## config.mk

```make
export PLATFORM = sky130hd
export DESIGN_NAME = iqc_fifo
export DESIGN_NICKNAME = d
export VERILOG_FILES = /design/src/sv/iqc_pkg.sv /design/src/sv/iqc_fifo.sv
export SDC_FILE = /design/constraint.sdc
export NUM_CORES = 1
export LEC_CHECK = 0
export ABC_AREA = 1
export BUFFER_PORTS_ARGS = -buffer_cell sky130_fd_sc_hd__buf_4
export CAP_MARGIN = 20
export CORE_AREA = 10 10 117 119
export CTS_CLUSTER_DIAMETER = 200
export DETAILED_ROUTE_END_ITERATION = 8
export DIE_AREA = 0 0 127 129
export GPL_ROUTABILITY_DRIVEN = 0
export MAX_ROUTING_LAYER = met4
export PLACE_DENSITY_LB_ADDON = 0.25
export SLEW_MARGIN = 20
export SYNTH_ARGS = -nofsm -noshare
export SYNTH_HDL_FRONTEND = slang
export SYNTH_SLANG_ARGS = --single-unit
```

## constraint.sdc

```tcl
create_clock -name clk -period 3.8 [get_ports clk]
set_input_delay 0.19 -clock clk [delete_from_list [all_inputs] [get_ports clk]]
set_output_delay 0.19 -clock clk [all_outputs]
set_load 0.005 [all_outputs]
```

## src/sv/iqc_pkg.sv

```systemverilog
// Package for the IQ delay and imbalance correction block.
// Holds widths, register codes, shared types and fixed-point helpers; no dependencies.
package iqc_pkg;

  localparam int SAMPLE_WIDTH   = 32;
  localparam int COEF_WIDTH     = 24;
  localparam int COEF_FRAC_BITS = 20;
  localparam int PROD_WIDTH     = SAMPLE_WIDTH + COEF_WIDTH;
  localparam int TRUNC_WIDTH    = PROD_WIDTH - COEF_FRAC_BITS;
  localparam int SUM_WIDTH      = TRUNC_WIDTH + 1;

  // Register file layout
  localparam int NUM_REGS    = 5;
  localparam int PADDR_WIDTH = $clog2(NUM_REGS * 4);
  localparam int REG_IDX_W   = PADDR_WIDTH - 2;
  localparam int PDATA_WIDTH = 32;

  localparam logic [REG_IDX_W-1:0] REG_DELAY_SELECT   = REG_IDX_W'(0);
  localparam logic [REG_IDX_W-1:0] REG_CORRECT_ENABLE = REG_IDX_W'(1);
  localparam logic [REG_IDX_W-1:0] REG_GAIN_A         = REG_IDX_W'(2);
  localparam logic [REG_IDX_W-1:0] REG_CROSS_C        = REG_IDX_W'(3);
  localparam logic [REG_IDX_W-1:0] REG_SCALE_D        = REG_IDX_W'(4);

  // Delay selector codes; the unused code means no delay
  localparam logic [1:0] DELAY_NONE = 2'd0;
  localparam logic [1:0] DELAY_I    = 2'd1;
  localparam logic [1:0] DELAY_Q    = 2'd2;

  localparam logic signed [COEF_WIDTH-1:0] COEF_ONE =
    COEF_WIDTH'(64'd1 << COEF_FRAC_BITS);

  // Queue between front and back
  localparam int FIFO_DEPTH = 2;
  localparam int FIFO_AW    = $clog2(FIFO_DEPTH);

  localparam logic [PROD_WIDTH-1:0] TRUNC_BIAS =
    PROD_WIDTH'((64'd1 << COEF_FRAC_BITS) - 64'd1);
  localparam logic signed [SAMPLE_WIDTH-1:0] SAMPLE_MAX =
    {1'b0, {(SAMPLE_WIDTH-1){1'b1}}};
  localparam logic signed [SAMPLE_WIDTH-1:0] SAMPLE_MIN =
    {1'b1, {(SAMPLE_WIDTH-1){1'b0}}};

  typedef struct packed {
    logic signed [SAMPLE_WIDTH-1:0] i;
    logic signed [SAMPLE_WIDTH-1:0] q;
  } iqc_pair_t;

  typedef struct packed {
    logic [1:0]                   delay_select;
    logic                         correct_enable;
    logic signed [COEF_WIDTH-1:0] gain_a;
    logic signed [COEF_WIDTH-1:0] cross_c;
    logic signed [COEF_WIDTH-1:0] scale_d;
  } iqc_cfg_t;

  // Drop the fraction bits of a product, rounding toward zero
  function automatic logic signed [TRUNC_WIDTH-1:0] trunc_frac(
    input logic signed [PROD_WIDTH-1:0] p
  );
    logic [PROD_WIDTH-1:0] adj;
    adj = p + (p[PROD_WIDTH-1] ? TRUNC_BIAS : '0);
    return adj[PROD_WIDTH-1:COEF_FRAC_BITS];
  endfunction

  // Clamp a wide signed value to the sample range
  function automatic logic signed [SAMPLE_WIDTH-1:0] sat_sample(
    input logic signed [SUM_WIDTH-1:0] v
  );
    logic [SUM_WIDTH-SAMPLE_WIDTH:0] top;
    top = v[SUM_WIDTH-1:SAMPLE_WIDTH-1];
    if (top == '0 || top == '1) begin
      return v[SAMPLE_WIDTH-1:0];
    end else if (v[SUM_WIDTH-1]) begin
      return SAMPLE_MIN;
    end else begin
      return SAMPLE_MAX;
    end
  endfunction

endpackage

```

## src/sv/iqc_fifo.sv

```systemverilog
// Small register queue between the front and back of the IQ correction block.
// Depends on iqc_pkg for the depth and the sample pair type.
module iqc_fifo (
  input  logic               clk,
  input  logic               rst,
  input  logic               push,
  input  iqc_pkg::iqc_pair_t push_data,
  output logic               full,
  input  logic               pop,
  output logic               valid,
  output iqc_pkg::iqc_pair_t pop_data
);
  import iqc_pkg::*;

  iqc_pair_t            entries [FIFO_DEPTH];
  logic [FIFO_AW-1:0]   wr_ptr;
  logic [FIFO_AW-1:0]   rd_ptr;
  logic [FIFO_AW:0]     count;

  assign full     = (count == (FIFO_AW+1)'(FIFO_DEPTH));
  assign valid    = (count != '0);
  assign pop_data = entries[rd_ptr];

  // Store the pushed beat
  always_ff @(posedge clk) begin
    if (push) begin
      entries[wr_ptr] <= push_data;
    end
  end

  // Track pointers and fill level
  always_ff @(posedge clk) begin
    if (rst) begin
      wr_ptr <= '0;
      rd_ptr <= '0;
      count  <= '0;
    end else begin
      if (push) begin
        wr_ptr <= wr_ptr + FIFO_AW'(1);
      end
      if (pop) begin
        rd_ptr <= rd_ptr + FIFO_AW'(1);
      end
      if (push && !pop) begin
        count <= count + (FIFO_AW+1)'(1);
      end else if (pop && !push) begin
        count <= count - (FIFO_AW+1)'(1);
      end
    end
  end

endmodule

```

==> impl_results.md <==
- Yosys warnings: 0
- Clk_skew: 0.00621 ns
- Most frequent cells in the layout: buf_4, edfxtp_1, dlygate4sd3_1
- Vias per cell: 4.57
- Power share of the combinational group: 0.117
- Starting density of the core: 0.455
- CTS tree: done
- Sequential share of power: 0.462
- GRT Total Usage: 0.128
- Num CTS Buffers: 17
- Rows: 39
- Clock power share: 0.421
- CTS H-tree lvls: 4
- Worst Hold Depth: 3
- Routed WL per cell: 16.9 um
- Worst vdd ir: 0.000290 V
- Die span in x: 127 um
- Cell variety after synth: 16
- Clock Root Buffer: clkbuf_16
- Max-cap violations: 0
- Cell-by-cell trace of the critical path: buf_4 -> mux2_4 -> buf_4
- Layout area overhead: 45.2%
- Fill count: 799
- DIE AREA: 0.0164 mm2
- Core area: 0.0113 mm2
- Setup CP Type: reg -> out
- Worst-Skew Late Latency: 0.39 ns
- Clock tree buffer depth: 2
- Relative slew slack: 0.369
- Origin of the critical flop-to-flop path: wr_ptr
- Levels on crit path: 3
- Starting DRT DRC Count: 121
- Switching power: 0.767 mW
- Worst path buffer plus inverter count: 2
- # port buffers: 133
- Crit path max fanout: 51
- Actual slew at the worst max-slew pin: 0.947 ns
- Initial antenna violation count: 0
- Commonest non-fill, non-tap cell in the layout: buf_4
- #FFs+latches synth: 133
- First-pass GRT wire length: 15,800 um
- Status: complete, no violations
- Total number of vias: 2,739
- Post-Syn Nets: 301
- Setup TNS: 0 ns
- Fmax: 402 MHz
- Req. time, crit path: 3.61 ns
- Post-DP HPWL: 6750 um
- IO Pins: 134
- Post-synth design cell area: 0.00515 mm2
- Worst hold slack: 0.0850 ns
- Cell internal pwr: 3.01 mW
- Syn avg cell area: 22.2 um2
- ANT cells: 0
- Slew Viols, Final: 0
- TritonRoute pass-1 iters: 4
- Min Tclk post-route: 2.49 ns
- Final nets: 515
- Critical-path top delay cell: dfxtp_4
- Vias in the first global route: 3,077
- Final period util: 0.654
- Drc violations: 0
- Layout cell share with drive strength beyond 1: 0.510
- Cell Pwr Density: 506 mW/mm2
- Static Leak: 3.01 nW
- Crit. End Element: output port
- Largest stage delay, worst path: 0.97 ns
- Instance count of the mapped netlist: 232
- DRT Wirelength: 10,200 um
- Setup crit start kind: flip-flop
- Clk slew on worst S/H paths: 0.05 ns
- Final Util: 0.660
- Setup violators final: 0
- CP dominant cell by count: buf_4
- ANT nets after route: 0
- Gr ovfl total: 0
- HP Class: in -> reg
- Sw frac: 0.203
- Power consumption: 3.78 mW
- Worst Reg-to-Reg Cells: 3
- CP arrival: 2.30 ns
- Die H: 129 um
- RSZ-0062 raised after global routing: false
- Pin count of the biggest net entering global routing: 52
- Top delay family on crit path: flip-flops
- Clk sinks: 133
- Hold path start: pop
- Register area share after synthesis: 0.766
- Final Hold Fails: 0
## path summary, 6_finish.rpt
kind                     to  slack [ns]
max            pop_data[10]        1.31
max reg2reg  entries[1][44]        1.87
min               flip-flop        0.08
min reg2reg       flip-flop        0.52
## Yosys cell counts
cell | instances | area share
mux2_4 | 60 | 0.18
inv_1 | 9 | 0.0066
xnor2_1 | 1 | 0.0017
mux2_2 | 4 | 0.0087
nand2_1 | 6 | 0.0044
nor2_1 | 6 | 0.0044
buf_12 | 6 | 0.023
o21ai_0 | 1 | 0.00097
ha_1 | 1 | 0.0024
buf_6 | 1 | 0.0022
nor3_1 | 1 | 0.00097
nand4_1 | 1 | 0.0012
nand3_1 | 1 | 0.00097
a21oi_1 | 1 | 0.00097
edfxtp_1 | 128 | 0.75
dfxtp_1 | 5 | 0.019
## metal layers
layer	vias up	GRT usage	routed length, um
li1	1323	-	-
met3	6	0.0382	536
met5	-	-	0
met4	0	0.0469	84
met1	1319	0.143	4110
met2	91	0.214	5420
## cell type report
class | count | area [um2] | share of cell area
well taps | 143 | 179 | 0.0239
inverters | 9 | 33.8 | 0.00452
multi-input cells | 83 | 1050 | 0.140
clock inverters | 13 | 161 | 0.0216
clock buffers | 17 | 425 | 0.0569
flip-flops and latches | 133 | 3950 | 0.528
repair buffers | 202 | 1680 | 0.225
## cells by family after synthesis
group,after synthesis,synth area share
AO/OA/AOI/OAI,2,0.00194
adder cells (fa/ha/maj),1,0.00243
flip-flops,133,0.766
XOR/XNOR,1,0.00170
multiplexers,64,0.184
buffers and inverters,16,0.0321
AND/OR/NAND/NOR,15,0.0119
## power by group through the flow
stage | sequential (mW) | combinational [mW] | clock [mW]
2_1_floorplan | 1.75 | 0.234 | 0
3_3_place_gp | 1.78 | 0.389 | 0
3_5_place_dp | 1.78 | 0.395 | 0
4_1_cts | 1.75 | 0.451 | 1.63
5_1_grt | 1.76 | 0.479 | 1.69
6_report | 1.75 | 0.441 | 1.59
## state kept, by name (all words and copies together) (netlist names), named ones only
| signal | count |
|---|---|
| entries | 128 |
| count | 2 |
| wr_ptr | 1 |
| rd_ptr | 1 |
## worst reg2reg max path, cell delays in order (launching register included)
cell and delay [ns]:
dfxtp_1 0.40, nand2_1 0.08, inv_2 0.56, buf_4 0.52
## timing repair
| action | CTS | global route |
|---|---|---|
| setup buffers | 0 | 0 |
| hold buffers | 65 | 0 |
| gates resized for setup | 0 | 0 |
| hold endpoints to repair | 131 | 0 |
## stage by stage
step / instance area, um2 / cells / worst slack, ns
detailed placement: 6230 / 505 / 1.70
floorplan: 5150 / 232 / 0.318
finish: 7470 / 600 / 1.31
global route: 7470 / 600 / 1.18
CTS: 7470 / 600 / 1.27
global placement: 6230 / 505 / 1.73
Note: power is estimated with default switching activity, not from simulation.
