<file path="src/sv/iqc_pkg.sv">
// Package for the IQ delay and imbalance correction block.
// Holds widths, register codes, shared types and fixed-point helpers; no dependencies.
package iqc_pkg;

  localparam int SAMPLE_WIDTH   = 32;
  localparam int COEF_WIDTH     = 24;
  localparam int COEF_FRAC_BITS = 20;
  localparam int PROD_WIDTH     = SAMPLE_WIDTH + COEF_WIDTH;
  localparam int TRUNC_WIDTH    = PROD_WIDTH - COEF_FRAC_BITS;
  localparam int SUM_WIDTH      = TRUNC_WIDTH + 1;

  // Register file layout
  localparam int NUM_REGS    = 5;
  localparam int PADDR_WIDTH = $clog2(NUM_REGS * 4);
  localparam int REG_IDX_W   = PADDR_WIDTH - 2;
  localparam int PDATA_WIDTH = 32;

  localparam logic [REG_IDX_W-1:0] REG_DELAY_SELECT   = REG_IDX_W'(0);
  localparam logic [REG_IDX_W-1:0] REG_CORRECT_ENABLE = REG_IDX_W'(1);
  localparam logic [REG_IDX_W-1:0] REG_GAIN_A         = REG_IDX_W'(2);
  localparam logic [REG_IDX_W-1:0] REG_CROSS_C        = REG_IDX_W'(3);
  localparam logic [REG_IDX_W-1:0] REG_SCALE_D        = REG_IDX_W'(4);

  // Delay selector codes; the unused code means no delay
  localparam logic [1:0] DELAY_NONE = 2'd0;
  localparam logic [1:0] DELAY_I    = 2'd1;
  localparam logic [1:0] DELAY_Q    = 2'd2;

  localparam logic signed [COEF_WIDTH-1:0] COEF_ONE =
    COEF_WIDTH'(64'd1 << COEF_FRAC_BITS);

  // Queue between front and back
  localparam int FIFO_DEPTH = 2;
  localparam int FIFO_AW    = $clog2(FIFO_DEPTH);

  localparam logic [PROD_WIDTH-1:0] TRUNC_BIAS =
    PROD_WIDTH'((64'd1 << COEF_FRAC_BITS) - 64'd1);
  localparam logic signed [SAMPLE_WIDTH-1:0] SAMPLE_MAX =
    {1'b0, {(SAMPLE_WIDTH-1){1'b1}}};
  localparam logic signed [SAMPLE_WIDTH-1:0] SAMPLE_MIN =
    {1'b1, {(SAMPLE_WIDTH-1){1'b0}}};

  typedef struct packed {
    logic signed [SAMPLE_WIDTH-1:0] i;
    logic signed [SAMPLE_WIDTH-1:0] q;
  } iqc_pair_t;

  typedef struct packed {
    logic [1:0]                   delay_select;
    logic                         correct_enable;
    logic signed [COEF_WIDTH-1:0] gain_a;
    logic signed [COEF_WIDTH-1:0] cross_c;
    logic signed [COEF_WIDTH-1:0] scale_d;
  } iqc_cfg_t;

  // Drop the fraction bits of a product, rounding toward zero
  function automatic logic signed [TRUNC_WIDTH-1:0] trunc_frac(
    input logic signed [PROD_WIDTH-1:0] p
  );
    logic [PROD_WIDTH-1:0] adj;
    adj = p + (p[PROD_WIDTH-1] ? TRUNC_BIAS : '0);
    return adj[PROD_WIDTH-1:COEF_FRAC_BITS];
  endfunction

  // Clamp a wide signed value to the sample range
  function automatic logic signed [SAMPLE_WIDTH-1:0] sat_sample(
    input logic signed [SUM_WIDTH-1:0] v
  );
    logic [SUM_WIDTH-SAMPLE_WIDTH:0] top;
    top = v[SUM_WIDTH-1:SAMPLE_WIDTH-1];
    if (top == '0 || top == '1) begin
      return v[SAMPLE_WIDTH-1:0];
    end else if (v[SUM_WIDTH-1]) begin
      return SAMPLE_MIN;
    end else begin
      return SAMPLE_MAX;
    end
  endfunction

endpackage

</file>
<file path="src/sv/iqc_front.sv">
// Front end of the IQ correction block: input handshake and one-sample channel delay.
// Depends on iqc_pkg; feeds iqc_fifo.
module iqc_front (
  input  logic                                   clk,
  input  logic                                   rst,
  input  iqc_pkg::iqc_cfg_t                      cfg,
  input  logic                                   in_valid,
  output logic                                   in_stall,
  input  logic signed [iqc_pkg::SAMPLE_WIDTH-1:0] sample_i,
  input  logic signed [iqc_pkg::SAMPLE_WIDTH-1:0] sample_q,
  input  logic                                   fifo_full,
  output logic                                   push,
  output iqc_pkg::iqc_pair_t                     push_data
);
  import iqc_pkg::*;

  logic signed [SAMPLE_WIDTH-1:0] held_sample;
  logic signed [SAMPLE_WIDTH-1:0] held_sample_next;

  assign in_stall = fifo_full;
  assign push     = in_valid && !fifo_full;

  // Swap the selected channel with the held sample
  always_comb begin
    push_data.i      = sample_i;
    push_data.q      = sample_q;
    held_sample_next = held_sample;
    case (cfg.delay_select)
      DELAY_I: begin
        push_data.i      = held_sample;
        held_sample_next = sample_i;
      end
      DELAY_Q: begin
        push_data.q      = held_sample;
        held_sample_next = sample_q;
      end
      default: begin
        held_sample_next = held_sample;
      end
    endcase
  end

  // Advance the held sample on each accepted beat
  always_ff @(posedge clk) begin
    if (rst) begin
      held_sample <= '0;
    end else if (push) begin
      held_sample <= held_sample_next;
    end
  end

endmodule

</file>
<file path="config.mk">
export PLATFORM = sky130hd
export DESIGN_NAME = iqc_front
export DESIGN_NICKNAME = d
export VERILOG_FILES = /design/src/sv/iqc_pkg.sv /design/src/sv/iqc_front.sv
export SDC_FILE = /design/constraint.sdc
export NUM_CORES = 1
export LEC_CHECK = 0
export BUFFER_PORTS_ARGS = -buffer_cell sky130_fd_sc_hd__buf_2
export CAP_MARGIN = 10
export CORE_AREA = 2 2 112 60
export CTS_BUF_LIST = sky130_fd_sc_hd__clkbuf_8 sky130_fd_sc_hd__clkbuf_16
export CTS_CLUSTER_DIAMETER = 150
export DETAILED_ROUTE_END_ITERATION = 8
export DIE_AREA = 0 0 114 62
export MAX_ROUTING_LAYER = met4
export PLACE_DENSITY = 0.85
export SYNTH_ARGS = -nofsm -noshare
export SYNTH_HDL_FRONTEND = slang
export SYNTH_SLANG_ARGS = --single-unit
</file>
<file path="constraint.sdc">
create_clock -name clk -period 2.6 [get_ports clk]
set_input_delay 0.13 -clock clk [delete_from_list [all_inputs] [get_ports clk]]
set_output_delay 0.13 -clock clk [all_outputs]
set_load 0.01 [all_outputs]
</file>
==> summary.txt, run 1 <==
Floorplan
  • Total die area: 7070 um^2
  • Chip height: 62 um
  • Chip width: 114 um
  • Initial Util: 0.394
  • Row count: 21
  • Core area: 6250 um^2
  • IO Pins: 209

Layout
  • Most frequent cells in the layout: buf_2, mux2_2, mux2i_1, nand2b_1, dfxtp_1
  • Ant diodes: 0
  • Fraction of layout cells with a size suffix above 1: 0.694
  • Max FFs per register: 32
  • Largest Register: held_sample
  • Final cell count without fillers: 430
  • Fillcell total: 569
  • Nets: 495
  • Most common cell after layout, fill and taps aside: buf_2
  • Final non-filler cell area: 3360 um^2
  • Area growth syn-to-layout: 36.2%
  • Largest registers: held_sample x32
  • Fin util: 0.537

Global route
  • Initial antenna violation count: 0
  • Vias in the first global route: 1,953
  • Pin count of the biggest net entering global routing: 34
  • First-pass GRT wire length: 9250 um
  • Total GRT Usage: 0.173
  • GR Overflow Total: 0

Logic synthesis
  • Register bit total from synthesis: 32
  • Avg Inst Size Synth: 11.1 um^2
  • Yosys cell types: 16
  • Synth Area in Simple Gates: 0.0918
  • Synth Area in Adders: 0.0152
  • Post-Syn Instances: 222
  • Fraction of the mapped netlist area in compound gates: 0.157
  • Post-synth net total: 368
  • Post-synthesis mux area share: 0.422
  • Yosys warns: 0
  • Post-synthesis xor/xnor area fraction: 0
  • Main combinational cell family by area after synthesis: multiplexers
  • Netlist Area Pre-Place: 2470 um^2
  • Register area share after synthesis: 0.260

Timing
  • Worst setup margin: 919 ps
  • Final setup violation count: 0
  • Fmax: 595 MHz
  • TNS Setup: 0 ps
  • Final period util: 0.646
  • Fin crit period: 1680 ps
  • Worst slew margin: 0.674
  • Final number of hold-violating endpoints: 0
  • Actual slew at the worst max-slew pin: 488 ps
  • Slew Viols, Final: 0
  • RSZ-0062 raised after global routing: false
  • Worst-case clock skew: 0 ps

Clock network
  • Root Buffer: clkbuf_16
  • Worst-path clk slew: 50 ps
  • Total clock sinks: 32
  • # hold bufs at CTS: 0
  • Resize count post-CTS: 0
  • Buffer count from post-CTS setup fixing: 0
  • Worst skew pair latency: 260 ps
  • Clock tree buffer depth: 2
  • Total CTS buffers: 5
  • H-Tree Depth: 2
  • CTS tree: yes

Pwr
  • Int Pwr: 1.11 mW
  • P_leak: 1.50 nW
  • Flop pwr share: 0.349
  • Maximum vdd drop: 232 uV
  • Switch Pwr: 0.407 mW
  • Sw frac: 0.268
  • Clock power frac: 0.373
  • PD cells: 451 nW/um^2
  • Comb power frac: 0.278

Placed design
  • Placed cells: 422
  • GPL Wtd Cong: 0.718
  • IO buf count: 135
  • Final HPWL DP: 4750 um
  • Placed Area: 3210 um^2
  • Worst slack, placed: 764 ps

Setup path
  • Slowest-stage cell, CP: mux2_2
  • Crit. End Element: primary output
  • Worst Path Max Fanout: 19
  • Worst EP arrival: 1550 ps
  • Register-to-Register Setup Slack: 1980 ps
  • Crit path top cell by count: buf_2
  • Critical path data required time: 2470 ps
  • Kind of critical path: in2out
  • CP Launch Type: input pin
  • CP cell instances: buf_2 > inv_1 > ha_4 > buf_4 > mux2_2 > buf_2
  • Largest stage delay, worst path: 370 ps

Detailed routing
  • Final wirelength: 6150 um
  • Wirelength per Cell: 14.3 um
  • DR vias: 2,181
  • Vias per std cell: 5.07
  • Final ANT Viol Nets: 0
  • Router iterations before antenna repair: 4
  • DR DRC count: 0
  • Initial drt markers: 36

Outcome
  • Outcome: finished clean

Hold path
  • Hold crit path type: in2reg

Run
  • Max-Cap Viols: 0
-- layer usage --
| layer | vias to the layer above | wire (um) | GRT usage |
|---|---|---|---|
| met3 | 5 | 403 | 0.0417 |
| met2 | 89 | 2820 | 0.291 |
| li1 | 1073 | - | - |
| met1 | 1014 | 2880 | 0.214 |
| met4 | 0 | 42 | 0.0470 |
| met5 | - | 0 | - |
-- synth_stat cells (all sizes together) --
library cell  instances  area (um^2)
clkbuf                5         18.8
inv                   2         7.51
ha                    3         37.5
dfxtp                32          641
nor3b                 1         7.51
buf                  17          106
or4b                  1         10.0
mux2                 64          721
o22ai                32          388
mux2i                32          320
nand2b               32          200
and2b                 1         8.76
-- worst max-delay path, delay by kind of cell --
family	cells	cell delay [ps]
adders and majority gates	1	350
muxes	1	370
buffers and inverters	4	690
-- power groups by stage --
stage	sequential, mW	combinational, mW	clock (mW)
5_1_grt	0.531	0.458	0.613
3_3_place_gp	0.536	0.412	0
3_5_place_dp	0.538	0.424	0
6_report	0.529	0.422	0.565
4_1_cts	0.528	0.426	0.585
2_1_floorplan	0.533	0.262	0
-- cell families after synthesis --
| group | count (synthesis) |
|---|---|
| muxes | 96 |
| buffers and inverters | 24 |
| AOI/OAI and AO/OA | 32 |
| adders and majority gates | 3 |
| and+or+nand+nor | 35 |
| DFF | 32 |
-- path summary, 6_finish.rpt --
path | cells after the start | startpoint | end
max | 6 | cfg[73] | push_data[14]
min | 3 | sample_i[11] | held_sample[11]$_SDFFE_PP0P_
min reg2reg | 2 | held_sample[22]$_SDFFE_PP0P_ | held_sample[22]$_SDFFE_PP0P_
max reg2reg | 2 | held_sample[5]$_SDFFE_PP0P_ | held_sample[5]$_SDFFE_PP0P_
-- layout make-up --
cell class	count	area (um^2)	area share
Timing Repair Buffer	142	753	0.224
Clock inverter	2	7.51	0.00224
Tap cell	80	100	0.0298
Multi-Input combinational cell	166	1710	0.509
Inverter	2	7.51	0.00224
Sequential cell	32	641	0.191
Clock buffer	6	139	0.0414
-- per-stage QoR --
step           total power [mW]  hold slack, ps
3_5_place_dp              0.962             459
5_1_grt                    1.60             180
4_1_cts                    1.54             172
6_report                   1.52             178
2_1_floorplan             0.795             315
3_3_place_gp              0.948             446
Power figures use the tool's default switching activity.
==> inputs of run 2 (changes only) <==
- CORE_AREA: 2 2 112 60 -> 2 2 116 62
- DIE_AREA: 0 0 114 62 -> 0 0 118 64
- PLACE_DENSITY: 0.85 -> 0.8
- clock period: 2.6 -> 1.75 ns (I/O delays scaled with it)
==> run 2 against run 1 <==
Against the previous run:
- non-clock buffer count increased by 5
- sequential share of layout area decreased by 0.36 points
- flip-flop and latch count unchanged
- final cell count increased by 4.0%
- critical endpoint is now held_sample[6]$_SDFFE_PP0P_
==> summary.txt, run 2 (synthesis results as in run 1) <==
Global route
  • Pin count of the biggest net entering global routing: 33 (-2.9%)
  • Vias in the first global route: 2,220 (+14%)
  • GR Overflow Total: 0 (unchanged)
  • Initial antenna violation count: 0 (unchanged)
  • Total GRT Usage: 0.173 (-0.000539)
  • First-pass GRT wire length: 10,400 um (+13%)

Timing
  • Worst-case clock skew: 0 ps (unchanged)
  • RSZ-0062 raised after global routing: false
  • Final period util: 0.834
  • Worst setup margin: 291 ps (-628 ps)
  • Fin crit period: 1460 ps
  • Fmax: 685 MHz
  • Slew Viols, Final: 0 (unchanged)
  • Worst slew margin: 0.824 (+0.149)
  • Final setup violation count: 0 (unchanged)
  • Actual slew at the worst max-slew pin: 257 ps (-231 ps)
  • TNS Setup: 0 ps (unchanged)
  • Final number of hold-violating endpoints: 0 (unchanged)

Detailed routing
  • Vias per std cell: 4.94 (-2.6%)
  • Final wirelength: 6260 um (+1.8%)
  • Initial drt markers: 55 (+53%)
  • Final ANT Viol Nets: 0 (unchanged)
  • DR DRC count: 0 (unchanged)
  • DR vias: 2,208 (+1.2%)
  • Router iterations before antenna repair: 4 (unchanged)
  • Wirelength per Cell: 14.0 um (-2.1%)

Layout
  • Most common cell after layout, fill and taps aside: buf_2
  • Final non-filler cell area: 3420 um^2 (+1.9%)
  • Largest Register: held_sample
  • Largest registers: held_sample x32
  • Max FFs per register: 32 (unchanged)
  • Most frequent cells in the layout: buf_2, mux2_2, mux2i_1, nand2b_1, dfxtp_1
  • Ant diodes: 0 (unchanged)
  • Nets: 500 (+1.0%)
  • Fraction of layout cells with a size suffix above 1: 0.699 (+0.00431)
  • Area growth syn-to-layout: 38.8%
  • Fin util: 0.527 (-0.00954)

Clock network
  • Worst skew pair latency: 270 ps (about the same)
  • Clock tree buffer depth: 2 (unchanged)
  • Buffer count from post-CTS setup fixing: 0 (unchanged)
  • Worst-path clk slew: 50 ps (about the same)
  • Root Buffer: clkbuf_16
  • CTS tree: yes
  • Total CTS buffers: 5 (unchanged)
  • # hold bufs at CTS: 0 (unchanged)
  • Total clock sinks: 32 (unchanged)
  • H-Tree Depth: 2 (unchanged)
  • Resize count post-CTS: 0 (unchanged)

Floorplan
  • Chip height: 64 um (+3.2%)
  • Row count: 21 (unchanged)
  • Core area: 6490 um^2 (+3.8%)
  • Total die area: 7550 um^2 (+6.8%)
  • Initial Util: 0.380 (-0.0144)
  • IO Pins: 209 (unchanged)
  • Chip width: 118 um (+3.5%)

Hold path
  • Hold path depth: 3 (unchanged)
  • Worst hold start: sample_i[23]
  • Hold crit path type: in2reg
  • Hold path endpoint: held_sample[23]$_SDFFE_PP0P_

Setup path
  • Worst Path Max Fanout: 32 (+13)
  • Capturing point of the worst reg2reg path: held_sample[3]$_SDFFE_PP0P_
  • R2R cell count: 2 (unchanged)
  • Critical path data required time: 1940 ps (-530 ps)
  • Kind of critical path: in2reg
  • Reg-to-reg startpoint: held_sample[3]$_SDFFE_PP0P_
  • Register-to-Register Setup Slack: 1110 ps (-870 ps)
  • Crit. End Element: flop
  • CP Launch Type: input pin
  • Worst EP arrival: 1650 ps (+100 ps)

Pwr
  • Maximum vdd drop: 355 uV (+53%)
  • PD cells: 661 nW/um^2 (+46%)
  • Pwr Total: 2.26 mW (+49%)
  • P_leak: 1.53 nW (+2.1%)

Placed design
  • Final HPWL DP: 4890 um (+2.9%)
  • IO buf count: 135 (unchanged)
  • Worst slack, placed: 18.4 ps (-745 ps)
  • Placed Area: 3280 um^2 (+2.0%)
  • GPL Wtd Cong: 0.866 (+21%)

Run
  • Max-Cap Viols: 0 (unchanged)

Outcome
  • Outcome: finished clean
-- run 2: cell types whose count changed in the layout (fill, tap and decap cells not counted) --
cell    before  now
buf_4        5    9
buf_12       2    3
-- run 2: final cells by class --
class	instances	area [um^2]
timing repair buffer	147	803
clock inverter	2	7.51
multi-input combinational	166	1710
fill	609	3070
tap	92	115
clock buffer	6	139
sequential	32	641
inverter	2	7.51
-- run 2: per-stage QoR --
step / instances / hold WS (ps)
finish: 447 / 137
global route: 447 / 147
CTS: 447 / 131
detailed placement: 439 / 415
global placement: 439 / 405
floorplan: 222 / 267
-- run 2: worst max-delay path by stage --
stage | from | to | slack (ps) | cells after the start
3_3_place_gp | cfg[73] | held_sample[22]$_SDFFE_PP0P_ | 40 | 6
2_1_floorplan | cfg[73] | held_sample[0]$_SDFFE_PP0P_ | 340 | 6
6_report | cfg[73] | held_sample[6]$_SDFFE_PP0P_ | 290 | 6
3_5_place_dp | cfg[73] | held_sample[21]$_SDFFE_PP0P_ | 20 | 6
5_1_grt | cfg[74] | push_data[56] | 230 | 7
4_1_cts | cfg[73] | held_sample[6]$_SDFFE_PP0P_ | 300 | 6
-- run 2: where the power goes --
part / total (mW) / switching [mW] / internal (mW)
combinational: 0.637 / 0.297 / 0.340
clock: 0.838 / 0.284 / 0.554
sequential: 0.786 / 0.0238 / 0.762
-- run 2: metal layers --
layer,global-route usage,share of wire,up-vias
li1,-,-,1087
met5,-,0,-
met1,0.204,0.47,1025
met2,0.300,0.46,91
met4,0.0377,0.0059,0
met3,0.0438,0.066,5
-- run 2: worst max-delay path, cell delays in order --
cell	delay, ps
buf_2	90
inv_1	50
ha_1	330
or4b_2	690
buf_12	230
o22ai_2	180
==> inputs of run 3 (changes only) <==
- CORE_AREA: 2 2 116 62 -> 2 2 122 65
- DIE_AREA: 0 0 118 64 -> 0 0 124 67
- PLACE_DENSITY: 0.8 -> 0.76
- clock period: 1.75 -> 1.2 ns (I/O delays scaled with it)
==> run 3 against run 2 <==
Against the previous run:
- die area is 10% higher
- design area up 19%
- combinational power up 96%
- sequential power grew 46%
- first-iteration DRC count up 5.5%
- count of clock-buffer cells in the layout did not move
==> summary.txt, run 3 (synthesis results as in run 1) <==
Outcome
  • Outcome: finished clean

Global route
  • Total GRT Usage: 0.194 (+0.0213)
  • Pin count of the biggest net entering global routing: 33 (unchanged)
  • GR Overflow Total: 0 (unchanged)
  • First-pass GRT wire length: 12,000 um (+15%)
  • Initial antenna violation count: 0 (unchanged)
  • Vias in the first global route: 2,372 (+6.8%)

Pwr
  • P_leak: 1.82 nW (+19%)
  • Maximum vdd drop: 487 uV (+37%)
  • Clock power frac: 0.337 (-0.034)
  • Int Pwr: 2.66 mW (+60%)
  • Pwr Total: 3.62 mW (+60%)
  • PD cells: 889 nW/um^2 (+35%)
  • Comb power frac: 0.345 (+0.063)
  • Flop pwr share: 0.317 (-0.031)
  • Sw frac: 0.266 (-0.00210)
  • Switch Pwr: 0.960 mW (+59%)

Timing
  • Actual slew at the worst max-slew pin: 269 ps (+11.8 ps)
  • Final number of hold-violating endpoints: 0 (unchanged)
  • Worst hold slack: 118 ps (-18.9 ps)
  • Slew Viols, Final: 0 (unchanged)
  • Fin crit period: 1160 ps
  • Final setup violation count: 0 (unchanged)
  • Worst slew margin: 0.821 (-0.00295)
  • Worst-case clock skew: 0 ps (unchanged)
  • RSZ-0062 raised after global routing: true
  • Final period util: 0.969
  • Fmax: 860 MHz

Clock network
  • Root Buffer: clkbuf_16
  • Total CTS buffers: 5 (unchanged)
  • # hold bufs at CTS: 0 (unchanged)
  • Total clock sinks: 32 (unchanged)
  • Clock tree buffer depth: 2 (unchanged)
  • Worst-path clk slew: 50 ps (about the same)
  • Worst skew pair latency: 270 ps (about the same)
  • CTS tree: yes
  • H-Tree Depth: 2 (unchanged)

Layout
  • Nets: 508 (+1.6%)
  • Most frequent cells in the layout: buf_2, buf_6, mux2_2
  • Ant diodes: 0 (unchanged)
  • Fraction of layout cells with a size suffix above 1: 0.730 (+0.0314)
  • Max FFs per register: 32 (unchanged)
  • Largest Register: held_sample
  • Most common cell after layout, fill and taps aside: buf_2
  • Area growth syn-to-layout: 64.9%
  • Largest registers: held_sample x32

Placed design
  • Final HPWL DP: 4760 um (-2.7%)
  • GPL Wtd Cong: 0.749 (-13%)
  • IO buf count: 135 (unchanged)

Setup path
  • Crit. End Element: primary output
  • CP Launch Type: input pin
  • Worst Setup SP: cfg[73]
  • Worst Path Max Fanout: 11 (-66%)
  • Reg-to-reg startpoint: held_sample[12]$_SDFFE_PP0P_
  • Critical path data required time: 1140 ps (-800 ps)
  • Kind of critical path: in2out
  • Worst EP arrival: 1100 ps (-550 ps)

Detailed routing
  • Router iterations before antenna repair: 4 (unchanged)
  • Final ANT Viol Nets: 0 (unchanged)
  • Final wirelength: 7700 um (+23%)
  • Wirelength per Cell: 16.8 um (+20%)
  • DR DRC count: 0 (unchanged)
  • Initial drt markers: 58 (+5.5%)
  • DR vias: 2,241 (+1.5%)
  • Vias per std cell: 4.88 (-1.2%)

Run
  • Max-Cap Viols: 0 (unchanged)

Floorplan
  • Chip height: 67 um (+4.7%)
  • Initial Util: 0.345 (-0.0354)
  • Total die area: 8310 um^2 (+10%)
  • Row count: 22 (+4.8%)
  • Chip width: 124 um (+5.1%)
  • IO Pins: 209 (unchanged)
  • Core area: 7160 um^2 (+10%)

Hold path
  • Hold crit path type: in2reg
  • Worst hold start: sample_i[23]
-- run 3: changes by cell type in the layout (fill, tap and decap cells not counted), moves of 3 or more --
cell / change
mux2_2: -27
mux2i_2: +3
buf_6: +37
buf_4: -4
buf_8: +3
mux2i_1: -4
buf_2: -37
mux2_4: +28
buf_12: +4
-- run 3: cell type report --
type / count / area, um^2
tap: 96 / 120
sequential: 32 / 641
inverter: 2 / 17.5
multi-input combinational: 166 / 1870
clock inverter: 2 / 7.51
timing repair buffer: 155 / 1270
fill: 616 / 3090
clock buffer: 6 / 139
-- run 3: power groups by stage --
stage	sequential, mW	clock (mW)	combinational, mW
final	1.15	1.22	1.25
after global routing	1.15	1.30	1.34
after CTS	1.15	1.27	1.23
after detailed placement	1.16	0	0.954
after global placement	1.16	0	0.930
after floorplan	1.15	0	0.574
-- run 3: metrics by stage --
stage,utilization,std cells,setup TNS [ps],instance area [um^2],setup WS (ps)
after global placement,0.465,441,-17260,3330,-364
after floorplan,-,222,-659,2500,-22.0
after detailed placement,0.465,441,-18760,3330,-402
after global routing,0.568,459,-7.53,4070,-6.00
after CTS,0.563,461,-843,4030,-65.8
final,0.568,459,0,4070,37.3
-- run 3: what timing repair did --
item / in CTS / in global routing
resized for setup: 73 / 16
setup buffers: 8 / 0
gates cloned: 5 / 1
endpoints found under the hold margin: 0 / 0
endpoints found under the setup margin: 95 / 73
pin swaps: 3 / 2
-- run 3: layer usage --
layer  global-route usage  up-vias  share of wire
met3               0.0351        2          0.057
met2                0.337       81           0.47
met4               0.0295        0         0.0031
met5                    -        -              0
li1                     -     1101              -
met1                0.242     1057           0.47
-- run 3: worst paths after layout --
check                           cells past startpoint                           end  slack [ps]
worst max register to register                      2  held_sample[12]$_SDFFE_PP0P_         560
worst min-delay path                                3  held_sample[23]$_SDFFE_PP0P_         120
worst max-delay path                                7                  push_data[0]          40
worst min register to register                      2  held_sample[23]$_SDFFE_PP0P_         500
-- run 3: critical path: stages --
cell,delay (ps)
buf_8,110
inv_8,50
ha_4,140
buf_12,120
buf_12,130
mux2_2,340
buf_2,140
